<file path="config.mk">
export PLATFORM = sky130hd
export DESIGN_NAME = pidmp_cfg_regs
export DESIGN_NICKNAME = d
export VERILOG_FILES = /design/src/design/pidmp_pkg.sv /design/src/design/pidmp_cfg_regs.sv
export SDC_FILE = /design/constraint.sdc
export NUM_CORES = 1
export LEC_CHECK = 0
export ABC_AREA = 1
export BUFFER_PORTS_ARGS = -buffer_cell sky130_fd_sc_hd__buf_2
export CAP_MARGIN = 0
export CORE_ASPECT_RATIO = 0.8
export CORE_MARGIN = 2
export CORE_UTILIZATION = 45
export DETAILED_ROUTE_END_ITERATION = 16
export GPL_ROUTABILITY_DRIVEN = 0
export PLACE_DENSITY = 0.84
export SETUP_SLACK_MARGIN = 0.15
export SYNTH_ARGS = -nofsm -noshare
export SYNTH_HDL_FRONTEND = slang
export SYNTH_SLANG_ARGS = --single-unit
</file>
<file path="constraint.sdc">
create_clock -name i_clk -period 1.02 [get_ports i_clk]
set_clock_uncertainty 0.15 [all_clocks]
set_input_delay 0.204 -clock i_clk [delete_from_list [all_inputs] [get_ports i_clk]]
set_output_delay 0.204 -clock i_clk [all_outputs]
set_load 0.05 [all_outputs]
</file>
<file path="src/design/pidmp_pkg.sv">
// ----------------------------------------------------------------------------
// PID motor position step: package
// Widths, register indexes, reset values and the configuration bundle.
// ----------------------------------------------------------------------------
package pidmp_pkg;

    localparam int GAIN_FRACTION_BITS = 16;
    localparam int DAC_BITS           = 12;

    localparam int POS_W   = 16;
    localparam int ERR_W   = POS_W + 1;
    localparam int DELTA_W = ERR_W + 1;
    localparam int SUM_W   = 32;
    localparam int GAIN_W  = 24;
    localparam int SCALE_W = 16;
    localparam int DRIVE_W = 16;
    localparam int MAG_W   = DRIVE_W - 1;
    localparam int DACP_W  = MAG_W + SCALE_W;

    localparam int PROD_P_W = GAIN_W + ERR_W;
    localparam int PROD_I_W = GAIN_W + SUM_W;
    localparam int PROD_D_W = GAIN_W + DELTA_W;
    localparam int ACC_W    = PROD_I_W + 2;

    localparam int IN_TDATA_W  = 2 * POS_W;
    localparam int OUT_DRIVE_LSB = 0;
    localparam int OUT_EN_BIT    = DRIVE_W;
    localparam int OUT_DIR_BIT   = DRIVE_W + 1;
    localparam int OUT_DAC_LSB   = DRIVE_W + 2;
    localparam int OUT_FIELDS_W  = OUT_DAC_LSB + DAC_BITS;
    localparam int OUT_TDATA_W   = ((OUT_FIELDS_W + 7) / 8) * 8;

    localparam int CFG_ADDR_W = 2;
    localparam int CFG_DATA_W = GAIN_W;

    localparam logic [CFG_ADDR_W-1:0] REG_PROP_GAIN  = 2'd0;
    localparam logic [CFG_ADDR_W-1:0] REG_INTEG_GAIN = 2'd1;
    localparam logic [CFG_ADDR_W-1:0] REG_DERIV_GAIN = 2'd2;
    localparam logic [CFG_ADDR_W-1:0] REG_DAC_SCALE  = 2'd3;

    localparam logic signed [GAIN_W-1:0] PROP_GAIN_RST  = 24'sd6554;
    localparam logic signed [GAIN_W-1:0] INTEG_GAIN_RST = 24'sd0;
    localparam logic signed [GAIN_W-1:0] DERIV_GAIN_RST = 24'sd0;
    localparam logic [SCALE_W-1:0]       DAC_SCALE_RST  = 16'd1000;

    localparam logic signed [DRIVE_W-1:0] DRIVE_MAX = 16'sd32767;
    localparam logic signed [DRIVE_W-1:0] DRIVE_MIN = -16'sd32767;
    localparam logic [DAC_BITS-1:0]       DAC_MAX   = {DAC_BITS{1'b1}};

    typedef struct packed {
        logic signed [GAIN_W-1:0] prop_gain;
        logic signed [GAIN_W-1:0] integ_gain;
        logic signed [GAIN_W-1:0] deriv_gain;
        logic [SCALE_W-1:0]       dac_scale;
    } t_cfg;

endpackage

</file>
<file path="src/design/pidmp_cfg_regs.sv">
// ----------------------------------------------------------------------------
// PID motor position step: configuration registers
// Holds the three loop gains and the DAC scale, written through a plain port.
// ----------------------------------------------------------------------------
module pidmp_cfg_regs (
    input  logic                                i_clk,
    input  logic                                i_rst_n,
    input  logic                                i_cfg_wr_en,
    input  logic [pidmp_pkg::CFG_ADDR_W-1:0]    i_cfg_addr,
    input  logic [pidmp_pkg::CFG_DATA_W-1:0]    i_cfg_wr_data,
    output pidmp_pkg::t_cfg                     o_cfg
);

    pidmp_pkg::t_cfg r_cfg;
    pidmp_pkg::t_cfg n_cfg;

    always_comb begin
        n_cfg = r_cfg;
        if (i_cfg_wr_en) begin
            unique case (i_cfg_addr)
                pidmp_pkg::REG_PROP_GAIN:  n_cfg.prop_gain  = $signed(i_cfg_wr_data);
                pidmp_pkg::REG_INTEG_GAIN: n_cfg.integ_gain = $signed(i_cfg_wr_data);
                pidmp_pkg::REG_DERIV_GAIN: n_cfg.deriv_gain = $signed(i_cfg_wr_data);
                pidmp_pkg::REG_DAC_SCALE:
                    n_cfg.dac_scale = i_cfg_wr_data[pidmp_pkg::SCALE_W-1:0];
                default: n_cfg = r_cfg;
            endcase
        end
    end

    always_ff @(posedge i_clk) begin
        if (!i_rst_n) begin
            r_cfg.prop_gain  <= pidmp_pkg::PROP_GAIN_RST;
            r_cfg.integ_gain <= pidmp_pkg::INTEG_GAIN_RST;
            r_cfg.deriv_gain <= pidmp_pkg::DERIV_GAIN_RST;
            r_cfg.dac_scale  <= pidmp_pkg::DAC_SCALE_RST;
        end else begin
            r_cfg <= n_cfg;
        end
    end

    assign o_cfg = r_cfg;

endmodule

</file>
==> impl_table.tex, run 1 <==
\begin{tabular}{lr}
\hline
Metric & Value \\
\hline
\multicolumn{2}{l}{\textbf{Outcome}} \\
\quad Result of the run & finished with violations \\
\quad Violations in the final reports & hold timing, setup timing \\
\multicolumn{2}{l}{\textbf{Synthesis}} \\
\quad Simple logic cell fraction of the synthesized area & 35.8\% \\
\quad Top post-synthesis cells by area & dfxtp\_1, nand2\_1, nor2\_1, inv\_1, nand3\_1 \\
\quad Number of enable-type register cells in the synthesized netlist & 0 \\
\quad Multiplexer share of the synthesized area & 0\% \\
\quad Number of distinct standard cells referenced by the synthesized netlist & 12 \\
\quad Total of warnings raised by yosys & 0 \\
\quad Top cell type's share of synthesized area & 49.1\% \\
\quad Most instantiated flip-flop cell in the synthesis netlist & dfxtp\_1 \\
\quad Seq cells post-synth & 88 \\
\quad Mapped Nets & between 500 and 600 \\
\quad Synthesized instance count & 541 \\
\quad Synthesized-area fraction occupied by ao, oa, aoi and oai cells & 2.37\% \\
\quad Area share of xor/xnor cells in the synthesized design & 0\% \\
\quad List of most frequent post-synthesis cells & nand2\_1, nor2\_1, dfxtp\_1 \\
\quad Post-synthesis cell type with the largest combined area & dfxtp\_1 \\
\quad Share of synthesized flip-flops with an asynchronous set or reset & 0\% \\
\quad Most frequent cell after synthesis & nand2\_1 \\
\quad Portion of the post-synthesis area used by sequential elements & about half \\
\quad Fraction of the mapped netlist area in adder cells & 0\% \\
\quad Mean area per synthesized cell & 6.63 µm² \\
\quad Combinational family with the most area after synthesis & simple AND/OR/NAND/NOR gates \\
\quad Cell Area, Synth & 0.00358 mm² \\
\multicolumn{2}{l}{\textbf{Min path}} \\
\quad Type of the tightest min-delay check & input pin to flip-flop \\
\quad Number of instances on the worst hold path & 3 \\
\multicolumn{2}{l}{\textbf{Drt}} \\
\quad Vias after detailed routing & 3922 \\
\quad Post-route DRC & 0 \\
\quad Number of violations reported at the end of detailed-routing iteration 0 & 175 \\
\quad Routed wire length per instance & between 15 and 20 µm \\
\quad Antenna-violating nets left & 0 \\
\quad Iteration count of the initial detailed-routing pass & 7 \\
\quad Detailed Route WL & around 12000 µm \\
\quad Vias per inst & approximately 4.9 \\
\multicolumn{2}{l}{\textbf{GRT}} \\
\quad Via count of the first global-routing pass & 3675 \\
\quad Global-route usage over all layers & 24.8\% \\
\quad Pin count of the biggest net entering global routing & 39 \\
\quad Wire length of the first global-routing pass & roughly 17000 µm \\
\quad Total grt overflow & 0 \\
\quad Initial antenna violation count & 0 \\
\multicolumn{2}{l}{\textbf{Timing}} \\
\quad Worst hold slack & -0.0481 ns \\
\quad Hold violation count in the final report & 23 \\
\quad Setup repair after global routing missed its margin & true \\
\quad Setup TNS & -17.32 ns \\
\quad Slew @ Worst Pin & 0.252 ns \\
\quad Shortest clock period the worst path allows after layout & 1.25 ns \\
\quad Worst relative slew slack & 83.2\% \\
\quad Highest clock rate & 0.801 GHz \\
\quad Post-layout worst setup margin & -0.229 ns \\
\quad Final setup violating endpoints & 88 \\
\quad Total count of max-transition violations in the final report & 0 \\
\quad Post-route fraction of the period consumed by the critical path & 122\% \\
\multicolumn{2}{l}{\textbf{Die}} \\
\quad Die area & 0.00870 mm² \\
\quad Effective utilization at floorplan & between 40 and 50\% \\
\quad Die boundary width & 104 µm \\
\quad Core outline area & just under 0.008 mm² \\
\quad Die outline height & between 80 and 90 µm \\
\quad I/O pins & 117 \\
\quad Row count & 29 \\
\multicolumn{2}{l}{\textbf{Setup path}} \\
\quad Crit. End Element & primary output \\
\quad CP Cell Sequence & buf\_8 \\
\quad Data arrival time of the critical path & 0.89 ns \\
\quad Required time of the critical path & 0.67 ns \\
\quad Critical-path maximum fanout & 2 \\
\quad Path depth of the worst reg2reg path & 6 \\
\quad Type of element launching the critical path & flip-flop \\
\quad CP Buf/Inv Count & 1 \\
\quad Family with the most delay on the worst path & flip-flops \\
\quad Critical path's largest stage delay & 0.38 ns \\
\quad Path length in cells of the critical path & 1 \\
\quad Critical Path Slowest Stage Cell & dfxtp\_2 \\
\quad Critical Setup Path Class & flip-flop to primary output \\
\multicolumn{2}{l}{\textbf{Placed design}} \\
\quad Area after detailed placement & roughly 0.0045 mm² \\
\quad Pre-CTS worst setup slack & -0.208 ns \\
\quad Half-perimeter wire length of the detailed placement result & 6810 µm \\
\quad Placed cell count & 749 \\
\quad Port Buffers & 116 \\
\multicolumn{2}{l}{\textbf{Cells and area}} \\
\quad Count of non-filler cells in the finished layout & 794 \\
\quad Number of flip-flops under the largest register name & 88 \\
\quad Number of nets in the finished design & 710 \\
\quad Layout cells sized above 1 & 48.1\% \\
\quad Summed area of non-filler cells in the final layout & roughly 0.0061 mm² \\
\quad Antenna diode count & 0 \\
\quad Layout area overhead & 70.3\% \\
\multicolumn{2}{l}{\textbf{Clock network}} \\
\quad Clock-pin slew on the worst setup and hold paths & 0.09 ns \\
\quad Longest Clk Path Bufs & 2 \\
\quad Clock tree from TritonCTS & built \\
\quad Clock latency reported for the late side of the worst-skew pair & 0.35 ns \\
\quad CTS HTree Levels & 3 \\
\quad TritonCTS Buffers & 9 \\
\quad Clock root cell & clkbuf\_8 \\
\quad CTS sink cnt & 88 \\
\multicolumn{2}{l}{\textbf{Power and ir drop}} \\
\quad Total Power Consumption & 8440 µW \\
\quad Peak supply drop & 931 µV \\
\quad Total power per unit cell area & 1380 mW/mm² \\
\quad Leakage dissipation & approximately 0.0031 µW \\
\multicolumn{2}{l}{\textbf{Flow run}} \\
\quad MaxCap Viol Count & 0 \\
\hline
\end{tabular}
[worst paths after layout]
check,from,to,slack (ns)
setup / recovery,o_cfg[12]$_SDFFE_PN0P_,o_cfg[12],-0.23
hold / removal,i_cfg_wr_data[20],o_cfg[60]$_SDFFE_PN0P_,-0.05
setup reg to reg,o_cfg[23]$_SDFFE_PN0P_,o_cfg[23]$_SDFFE_PN0P_,0.03
hold reg to reg,o_cfg[67]$_SDFFE_PN1P_,o_cfg[67]$_SDFFE_PN1P_,0.33
[report_power, final]
part           total, µW  switching, µW  internal [µW]
clock               2450           1300           1150
combinational       2170           1300            874
sequential          3820            178           3640
total               8440           2780           5660
[cell families (layout without fill, tap and decap cells)]
family | count (synthesis) | after routing
buffers and inverters | 109 | 254
and+or+nand+nor | 327 | 327
DFF | 88 | 88
AOI/OAI and AO/OA | 17 | 17
[cell type report]
cell class	count	area (µm²)
Fill cell	471	1730
Tap cell	108	135
Clock buffer	10	128
Sequential cell	88	1890
Timing Repair Buffer	160	2000
Inverter	78	317
Multi-Input combinational cell	344	1560
Clock inverter	6	68.8
[what timing repair did]
item,CTS,global route
setup endpoints to repair,88,127
setup buffers,7,16
endpoints found under the hold margin,41,17
gates resized for setup,237,125
cloned,0,6
pin swaps,2,34
[placed cells by master (no fill, tap or decap), drive strengths merged]
master    synthesis  layout
a21oi            17      17
buf              22     156
bufinv            0       1
clkbuf            9      14
clkinv            0       2
clkinvlp          0       4
dfxtp            88      88
inv              78      77
nand2           153     153
nand3            40      40
nor2            134     134
[routing by layer]
| layer | part of all wire, % | global-route usage [%] | wire length [µm] | up-vias |
|---|---|---|---|---|
| met5 | 0 | 0 | 0 | - |
| met4 | 3.6 | 10.3 | 443 | 0 |
| met3 | 8.2 | 8.59 | 1020 | 42 |
| met2 | 52 | 43.9 | 6370 | 187 |
| met1 | 37 | 27.3 | 4520 | 1828 |
| li1 | - | - | - | 1865 |
[metrics by stage]
step	hold WS, ns	util [%]
after floorplan	0.180	-
after global placement	0.275	57.4
after detailed placement	0.291	57.4
after CTS	-0.0598	70.4
after global routing	-0.0537	77.9
final	-0.0481	77.9
Power figures use the tool's default switching activity.
==> run 2: changes to the inputs <==
--- a/config.mk
+++ b/config.mk
@@ -13,8 +13,9 @@
 export CORE_UTILIZATION = 45
 export DETAILED_ROUTE_END_ITERATION = 16
 export GPL_ROUTABILITY_DRIVEN = 0
-export PLACE_DENSITY = 0.84
+export PLACE_DENSITY = 0.75
 export SETUP_SLACK_MARGIN = 0.15
+export SKIP_LAST_GASP = 1
 export SYNTH_ARGS = -nofsm -noshare
 export SYNTH_HDL_FRONTEND = slang
 export SYNTH_SLANG_ARGS = --single-unit
==> run 2 against run 1 <==
Compared with the run above: the flow still finishes with violations (hold timing, setup timing); clock-buffer cell count unchanged; via count down 6.0%; final cell count down 1.3%; global-route usage down 1.4 points; first-iteration DRC count down 27%; setup slack better by 0.0048 ns; maximum frequency up 0.38%; clock power about the same; power down 1.3%; sequential share of layout area up 1.2 points; critical path type unchanged; largest cell class is now sequential cells; largest power group unchanged.
==> impl_table.tex, run 2 (same netlist as run 1, synthesis figures left out) <==
\begin{tabular}{lr}
\hline
Metric & Value \\
\hline
\multicolumn{2}{l}{\textbf{Drt}} \\
\quad Vias per inst & 4.70 \\
\quad Antenna-violating nets left & 0 \\
\quad Iteration count of the initial detailed-routing pass & 4 \\
\quad Vias after detailed routing & 3686 \\
\quad Number of violations reported at the end of detailed-routing iteration 0 & roughly 130 \\
\quad Routed wire length per instance & around 14 µm \\
\quad Post-route DRC & 0 \\
\quad Detailed Route WL & around 11000 µm \\
\multicolumn{2}{l}{\textbf{Cells and area}} \\
\quad Count of non-filler cells in the finished layout & slightly below 800 \\
\quad Most common library cell in the layout ignoring fill and taps & nand2\_1 \\
\quad Layout area overhead & 62.3\% \\
\quad Layout cells sized above 1 & 41.9\% \\
\quad Most frequent cells in the layout & nand2\_1, nor2\_1, dfxtp\_2 \\
\quad Number of flip-flops under the largest register name & 88 \\
\quad Number of nets in the finished design & 700 \\
\quad Total area of sequential cells & 0.00187 mm² \\
\quad Fill cells & 568 \\
\quad Antenna diode count & 0 \\
\quad Area occupied by multi-input gates & 0.00145 mm² \\
\multicolumn{2}{l}{\textbf{Setup path}} \\
\quad Critical-path maximum fanout & 2 \\
\quad Family with the most delay on the worst path & flip-flops \\
\quad Reg-to-reg critical path startpoint & o\_cfg[23]\$\_SDFFE\_PN0P\_ \\
\quad Crit. End Element & primary output \\
\quad Path depth of the worst reg2reg path & 5 \\
\quad Reg2reg end & o\_cfg[23]\$\_SDFFE\_PN0P\_ \\
\quad Reg-to-reg slack, setup & 0.06 ns \\
\quad Critical path's largest stage delay & 0.37 ns \\
\quad Type of element launching the critical path & flip-flop \\
\quad Critical Setup Path Class & flip-flop to primary output \\
\quad CP Cell Sequence & buf\_8 \\
\quad CP Buf/Inv Count & 1 \\
\quad Data arrival time of the critical path & around 0.89 ns \\
\quad Critical Path Slowest Stage Cell & dfxtp\_2 \\
\quad Required time of the critical path & 0.67 ns \\
\multicolumn{2}{l}{\textbf{Clock network}} \\
\quad CTS sink cnt & a little under 90 \\
\quad Clock root cell & clkbuf\_8 \\
\quad TritonCTS Buffers & 9 \\
\quad CTS HTree Levels & 3 \\
\quad Clock latency reported for the late side of the worst-skew pair & about 0.36 ns \\
\quad Clock tree from TritonCTS & built \\
\quad Clock-pin slew on the worst setup and hold paths & 0.09 ns \\
\quad Longest Clk Path Bufs & 2 \\
\multicolumn{2}{l}{\textbf{Power and ir drop}} \\
\quad Total power per unit cell area & 1430 mW/mm² \\
\quad Leakage dissipation & $\sim$0.003 µW \\
\quad Peak supply drop & 824 µV \\
\quad Total Power Consumption & approximately 8300 µW \\
\multicolumn{2}{l}{\textbf{Timing}} \\
\quad Setup TNS & -17.09 ns \\
\quad Final setup violating endpoints & 88 \\
\quad Post-layout worst setup margin & -0.224 ns \\
\quad Highest clock rate & 0.804 GHz \\
\quad Shortest clock period the worst path allows after layout & 1.24 ns \\
\quad Hold violation count in the final report & 30 \\
\quad Slew @ Worst Pin & 0.301 ns \\
\quad Worst hold slack & -0.0588 ns \\
\quad Setup repair after global routing missed its margin & true \\
\quad Post-route fraction of the period consumed by the critical path & 122\% \\
\quad Worst relative slew slack & 79.9\% \\
\quad Total count of max-transition violations in the final report & 0 \\
\multicolumn{2}{l}{\textbf{Die}} \\
\quad Row count & 29 \\
\quad Die boundary width & 104 µm \\
\quad I/O pins & about 120 \\
\quad Core outline area & 0.00784 mm² \\
\quad Die area & approximately 0.0087 mm² \\
\quad Effective utilization at floorplan & 45.7\% \\
\quad Die outline height & 83.8 µm \\
\multicolumn{2}{l}{\textbf{Placed design}} \\
\quad Half-perimeter wire length of the detailed placement result & 6480 µm \\
\quad Port Buffers & 116 \\
\quad Placed cell count & 747 \\
\multicolumn{2}{l}{\textbf{GRT}} \\
\quad Initial antenna violation count & 0 \\
\quad Global-route usage over all layers & 23.4\% \\
\quad Wire length of the first global-routing pass & between 15000 and 20000 µm \\
\quad Total grt overflow & 0 \\
\quad Via count of the first global-routing pass & 3390 \\
\quad Pin count of the biggest net entering global routing & 38 \\
\multicolumn{2}{l}{\textbf{Min path}} \\
\quad WHS Endpoint & o\_cfg[58]\$\_SDFFE\_PN0P\_ \\
\quad Min-delay src & i\_cfg\_wr\_data[18] \\
\quad Type of the tightest min-delay check & input pin to flip-flop \\
\quad Number of instances on the worst hold path & 3 \\
\multicolumn{2}{l}{\textbf{Flow run}} \\
\quad MaxCap Viol Count & 0 \\
\multicolumn{2}{l}{\textbf{Outcome}} \\
\quad Result of the run & finished with violations \\
\quad Violations in the final reports & hold timing, setup timing \\
\hline
\end{tabular}
run 2: cell types whose count changed in the layout (fill, tap and decap cells not counted), moves of 4 or more:
| cell | before | now |
|---|---|---|
| nand2_1 | 121 | 142 |
| buf_6 | 30 | 15 |
| inv_1 | 56 | 68 |
| nand2_2 | 23 | 11 |
| nand2_4 | 9 | 0 |
| dfxtp_2 | 81 | 88 |
| dfxtp_4 | 7 | 0 |
| inv_2 | 17 | 10 |
| clkinvlp_4 | 4 | 0 |
run 2: worst max path at each step:
stage / startpoint / to / slack, ns / cells past startpoint
final: o_cfg[24]$_SDFFE_PN0P_ / o_cfg[24] / -0.22 / 1
after global routing: o_cfg[24]$_SDFFE_PN0P_ / o_cfg[24] / -0.26 / 1
after CTS: o_cfg[43]$_SDFFE_PN0P_ / o_cfg[43] / -0.23 / 1
after detailed placement: i_cfg_addr[0] / o_cfg[38]$_SDFFE_PN0P_ / -0.20 / 7
after global placement: i_cfg_addr[0] / o_cfg[39]$_SDFFE_PN0P_ / -0.17 / 6
after floorplan: i_cfg_wr_en / o_cfg[19]$_SDFFE_PN0P_ / -0.003 / 6
run 2: final cells by class:
class / instances / share of cell area (%)
Clock buffer: 10 / 2.37
Timing Repair Buffer: 150 / 32.0
Clock inverter: 6 / 1.14
Sequential cell: 88 / 32.2
Inverter: 78 / 5.03
Tap cell: 108 / 2.32
Multi-Input combinational cell: 344 / 24.9
run 2: what timing repair did:
action | in CTS | in global routing
pin swaps | 0 | 9
setup endpoints to repair | 88 | 106
hold endpoints to repair | 57 | 36
setup buffers | 6 | 12
gates cloned | 0 | 3
resized for setup | 230 | 59
run 2: worst reg2reg max path: cells and delay by family (launching register included):
family,cells,cell delay [ns]
buffers and inverters,2,0.14
flip-flops,1,0.37
AND/OR/NAND/NOR,3,0.23
run 2: power by group:
group | switching (µW) | internal (µW) | leakage (µW)
clock network | 1270 | 1210 | 0.000107
logic | 1210 | 804 | 0.00215
registers | 173 | 3650 | 0.000747
run 2: per-layer routing:
metal  vias to the layer above  routed length, µm  global-route usage (%)
met3                        24                789                    8.43
met4                         0                197                    7.25
li1                       1840                  -                       -
met5                         -                  0                       0
met1                      1691               4100                    25.6
met2                       131               5720                    42.6
run 2: per-stage QoR:
| step | cell area [µm²] | utilization, % | setup WS [ns] |
|---|---|---|---|
| after global routing | 5820 | 74.2 | -0.264 |
| final | 5820 | 74.2 | -0.224 |
| after floorplan | 3810 | - | -0.00286 |
| after CTS | 5490 | 70.0 | -0.229 |
| after detailed placement | 4490 | 57.2 | -0.204 |
| after global placement | 4490 | 57.2 | -0.165 |
